## src/tfdt_divider.sv

```systemverilog
// Radix-2 restoring divider: quotient of (num << 15) / den, one bit a cycle.
// Depends on nothing.
`timescale 1ns / 1ps
`default_nettype none
module tfdt_divider (
  input  wire         clk,
  input  wire         rst,
  input  wire         start,
  input  wire  [22:0] num,
  input  wire  [22:0] den,
  output logic        busy,
  output logic        done,
  output logic [15:0] quot
);
  logic [37:0] dividend;
  logic [23:0] rem;
  logic [22:0] dsr;
  logic [5:0]  count;
  logic [23:0] trial;
  logic [37:0] q;

  assign trial = {rem[22:0], dividend[37]} - {1'b0, dsr};
  assign quot = q[15:0];

  always_ff @(posedge clk) begin
    if (rst) begin
      busy <= 1'b0;
      done <= 1'b0;
      count <= '0;
    end else begin
      done <= 1'b0;
      if (start) begin
        busy <= 1'b1;
        count <= 6'd38;
      end else if (busy) begin
        count <= count - 6'd1;
        if (count == 6'd1) begin
          busy <= 1'b0;
          done <= 1'b1;
        end
      end
    end
  end

  always_ff @(posedge clk) begin
    if (start) begin
      dividend <= {num, 15'd0};
      dsr <= den;
      rem <= '0;
      q <= '0;
    end else if (busy) begin
      dividend <= {dividend[36:0], 1'b0};
      if (!trial[23]) begin
        rem <= trial;
        q <= {q[36:0], 1'b1};
      end else begin
        rem <= {rem[22:0], dividend[37]};
        q <= {q[36:0], 1'b0};
      end
    end
  end
endmodule
`default_nettype wire

```

## config.mk

```make
export PLATFORM = sky130hd
export DESIGN_NAME = tfdt_divider
export DESIGN_NICKNAME = d
export VERILOG_FILES = /design/src/tfdt_divider.sv
export SDC_FILE = /design/constraint.sdc
export NUM_CORES = 1
export LEC_CHECK = 0
export ABC_AREA = 1
export BUFFER_PORTS_ARGS = -buffer_cell sky130_fd_sc_hd__buf_2
export CAP_MARGIN = 20
export CORE_MARGIN = 2
export CORE_UTILIZATION = 50
export DETAILED_ROUTE_END_ITERATION = 8
export GPL_ROUTABILITY_DRIVEN = 0
export PLACE_DENSITY = 0.84
export SLEW_MARGIN = 10
export SYNTH_ARGS = -nofsm -noshare
export SYNTH_HDL_FRONTEND = slang
export SYNTH_SLANG_ARGS = --single-unit
export TNS_END_PERCENT = 1
```

## constraint.sdc

```tcl
create_clock -name clk -period 1.9 [get_ports clk]
set_input_delay 0.095 -clock clk [delete_from_list [all_inputs] [get_ports clk]]
set_output_delay 0.095 -clock clk [all_outputs]
set_load 0.05 [all_outputs]
```

; ---- Word-level counts from Yosys, hierarchy flattened
; Cells that the tools add are included.
; Widths: inputs -> output; s select.
[totals]
ff_bits = 93
latchBits = 0
ram_bits = 0
romBits = 0
input_bits = 49
wordCells = 25
mem_count = 0
[classes]
addsub = 2
multipliers = 0
div = 0
order_cmp = 0
eq_ne = 1
shifts = 0
mux = 10
bitwise = 1
n_reduce_logical = 3
[ops]
columns = op, n
row1 = $mux 38, 2
row2 = $sub 24x23->24, 1
row3 = $mux 23, 1
row4 = $mux 6, 2
row5 = $eq 6x1->1 const B, 1
row6 = $sub 6x1->6 const B, 1
row7 = $mux 1, 5
row8 = $reduce_or 3->1, 1
row9 = $reduce_bool 2->1, 1
row10 = $reduce_or 2->1, 1
row11 = $not 1->1, 1

; ---- Logic depth before layout (Yosys ltp)
[depth]
word_depth = 4
mapped_depth = 17

; ---- Worst setup path before layout
; No wires, ideal clock.
[synth_timing]
path_kind = register -> register
start = register busy
end = register dividend[15] (enable)
setup_time_ns = 0.396
t_arrival_ns = 1.959
t_required_ns = 1.504
setup_slack_ns = -0.455
stages_incl_launch_ff = 4
path_buffers = 1
synth_period_minus_slack_ns = 2.355
path_cell_list = dfxtp_1 > nor2_1 > inv_1 > clkbuf_1
[synth_between]
elab_chain_len = 1
[synth_rtl]
columns = element, line_no
row1 = start: declaration, 11  ; output logic busy,
row2 = start signal: assignment, 27  ; busy <= 1'b0;
row3 = start signal: assignment, 33  ; busy <= 1'b1;
row4 = start signal: assignment, 38  ; busy <= 1'b0;
row5 = $reduce_bool 2->1 (no line), --
row6 = end signal: assignment, 47  ; dividend <= {num, 15'd0};
row7 = end signal: assignment, 52  ; dividend <= {dividend[36:0], 1'b0};
row8 = end: declaration, 15  ; logic [37:0] dividend;
; No other way between the ends.
; A chain may end at the register's enable or synchronous reset.

; ---- Worst setup path in the final report
[layout_timing]
start = register dsr[13]
end = register rem[20]
[layout_between]
elab_chain_len = 2
[layout_rtl]
columns = element, line_no
row1 = start: declaration, 17  ; logic [22:0] dsr;
row2 = start signal: assignment, 48  ; dsr <= den;
row3 = $sub 24x23->24, 22  ; assign trial = {rem[22:0], dividend[37]} - {1'b0, dsr};
row4 = $mux 23, 53  ; if (!trial[23]) begin
row5 = end signal: assignment, 54  ; rem <= trial;
row6 = end signal: assignment, 57  ; rem <= {rem[22:0], dividend[37]};
row7 = end: declaration, 16  ; logic [23:0] rem;
; No other way between the ends.

==> flow_summary.json <==
{
  "status": "finished, violations left",
  "violations": "setup timing",
  "slew_violations": 0,
  "r2r_cells": 12,
  "finalClockSkew_ps": 18.38,
  "synth_warnings": 0,
  "dpl.hpwl_mm": 9.209,
  "cts_made_buffers": 9,
  "drt_iter0_drc": 369,
  "htreeDepth": 3,
  "first_pass_iters": 6,
  "syn_area_sq_mm": 0.005321,
  "clkTransAtPathRegs_ps": 100,
  "min_path_type": "in2reg",
  "die_x_um": 107.2,
  "cp-endpoint": "rem[20]",
  "portBuffers": 66,
  "n_fill_cell": 702,
  "ys_ff_latch": 93,
  "die_y_um": 107.2,
  "power_density_mw_per_mm2": 589.4,
  "worst_slack_ps": -143.1,
  "final_common_cell": "nand2_1",
  "dpl_cell_area_sq_mm": 0.006336,
  "ant_nets": 0,
  "drc": 0,
  "critical_path_required_ps": 2180,
  "end_kind": "flop",
  "ys_seq_area_share_pct": 43.64,
  "rr_endpoint": "rem[20]",
  "crit_start": "dsr[13]",
  "pre_cts_ws_ps": -125.1,
  "grt.total_usage_pct": 27.24,
  "ir_worst_vdd_mv": 0.5114,
  "cts_tree": "built",
  "avgSynthCellArea_sq_um": 7.191,
  "totalWireLength_mm": 15.39,
  "rsz0062_at_grt": "true",
  "r2r_setup_slack_ps": -140,
  "vias_per_cell": 5.070,
  "reg2reg_from": "dsr[13]",
  "grt_pass1_wl_mm": 24.65,
  "grt_overflow": 0,
  "layout.nets": 1001,
  "design.die.area_sq_mm": 0.01148,
  "syn-instance-count": 740,
  "final_cell_area_sq_mm": 0.007402,
  "period_minus_slack_ps": 2043,
  "antenna_found_initial": 0,
  "leakagePower_nw": 3.825,
  "initial_core_util_pct": 51.55,
  "clockBufferDepth": 2,
  "drv_cap": 0,
  "clock-sinks": 93,
  "drive_gt1_share_pct": 26.64,
  "instances_no_fill": 1067,
  "vias": 5410,
  "worstMarginPinSlew_ps": 437.6,
  "final_cell_mix": "nand2_1 (313), inv_1 (105), buf_4 (72)",
  "worstPathMaxFanout": 4,
  "io-pin-count": 67,
  "final.period_utilization_pct": 107.5,
  "fp-row-count": 37,
  "start_kind": "flop",
  "place_inst": 1002,
  "diodes": 0,
  "maxSlewHeadroom_pct": 70.79,
  "syn_nets": 815,
  "cp.arrival_ps": 2320,
  "area_growth_pct": 39.10,
  "setup_viol": 23,
  "root_buffer": "clkbuf_8",
  "clock_latency_ps": 390,
  "hold_slack_ps": 43.29,
  "finalHoldViolations": 0,
  "grt_max_degree": 39,
  "criticalPathCategory": "reg2reg",
  "hold_depth": 3,
  "synth_cell_types": 36,
  "route.detailed.wl_per_inst_um": 14.42,
  "core_sq_mm": 0.01032,
  "grt_pass1_vias": 5332,
  "max_freq_ghz": 0.4894
}
[flip-flops by register name, summed over array words and instances (netlist names)]
name / flops
dividend: 23
dsr: 23
rem: 23
q: 16
count: 6
busy: 1
done: 1
[timing repair]
item	in CTS	in global routing
gates resized for setup	45	35
buffers inserted	3	0
pin swaps	18	23
setup endpoints to repair	24	24
hold buffers	45	0
hold endpoints to repair	46	0
cloned	1	0
[routing by layer]
metal | GRT usage, % | vias up | wire length (um)
li1 | - | 2660 | -
met1 | 31.33 | 2456 | 5986
met2 | 48.87 | 241 | 7734
met3 | 6.201 | 53 | 1150
met4 | 10.48 | 0 | 515
met5 | 0 | - | 0
[cells by family after synthesis]
group                      synth area share (%)
buffers and inverters                     10.13
AOI/OAI and AO/OA                         4.608
and+or+nand+nor                           33.55
DFF                                       43.64
xor gates and xnor gates                  1.810
adders and majority gates                 6.254
[final cells by class]
class,count,area [sq um],share of cell area [%]
multi-input cells,512,2815,38.03
clock buffers,9,123.9,1.673
inverters,120,450.4,6.085
flip-flops and latches,93,2322,31.37
repair buffers,190,1443,19.49
clock inverters,7,77.57,1.048
well taps,136,170.2,2.299
[cell usage after synthesis (all sizes together)]
master | number | area, sq um
o21ai | 4 | 20.01
nor4 | 2 | 12.51
a221oi | 1 | 8.760
nor2 | 34 | 150.1
buf | 7 | 58.80
nand2 | 345 | 1320
clkinv | 1 | 3.750
o22ai | 14 | 87.58
nand4 | 7 | 50.05
or2 | 1 | 6.260
and2 | 3 | 18.77
o31ai | 1 | 7.510
xor2 | 10 | 87.58
dfxtp | 47 | 940.9
clkbuf | 8 | 30.03
a21oi | 16 | 83.83
nand3 | 31 | 160.1
nor3 | 6 | 30.03
xnor2 | 1 | 8.760
o21bai | 5 | 37.54
fa | 1 | 20.02
inv | 119 | 446.7
nand3b | 5 | 37.54
edfxtp | 46 | 1381
ha | 25 | 312.8
[power by group]
group / internal (mW) / switching (mW)
Clock: 0.526 / 0.841
Combinational: 0.333 / 0.397
Sequential: 2.22 / 0.0441
Total: 3.08 / 1.28
[worst min path at each step]
stage | end | start | slack [ps]
finish | dividend[27] | num[12] | 40
CTS | dividend[27] | num[12] | 10
global route | dividend[27] | num[12] | 30
global placement | dsr[5] | den[5] | 270
detailed placement | dsr[15] | den[15] | 270
floorplan | busy | rst | 160
[worst max-delay path: stages, from the launching register on]
cell,delay [ps]
edfxtp_1,340
inv_1,60
ha_4,280
buf_4,120
nand2_1,100
inv_1,100
nand2_1,100
nor3_1,330
nand2_1,170
nand4_1,150
nand3_2,90
nand2_1,60
nand2_1,40
[stage by stage]
step / setup TNS, ps / power [mW] / utilization (%)
floorplan: -58.01 / 2.618 / -
global placement: -332.7 / 2.843 / 61.37
detailed placement: -1714 / 2.860 / 61.37
CTS: -706.2 / 4.312 / 70.42
global route: -4143 / 4.538 / 71.70
finish: -1183 / 4.362 / 71.70
(Power assumes the default switching activity.)
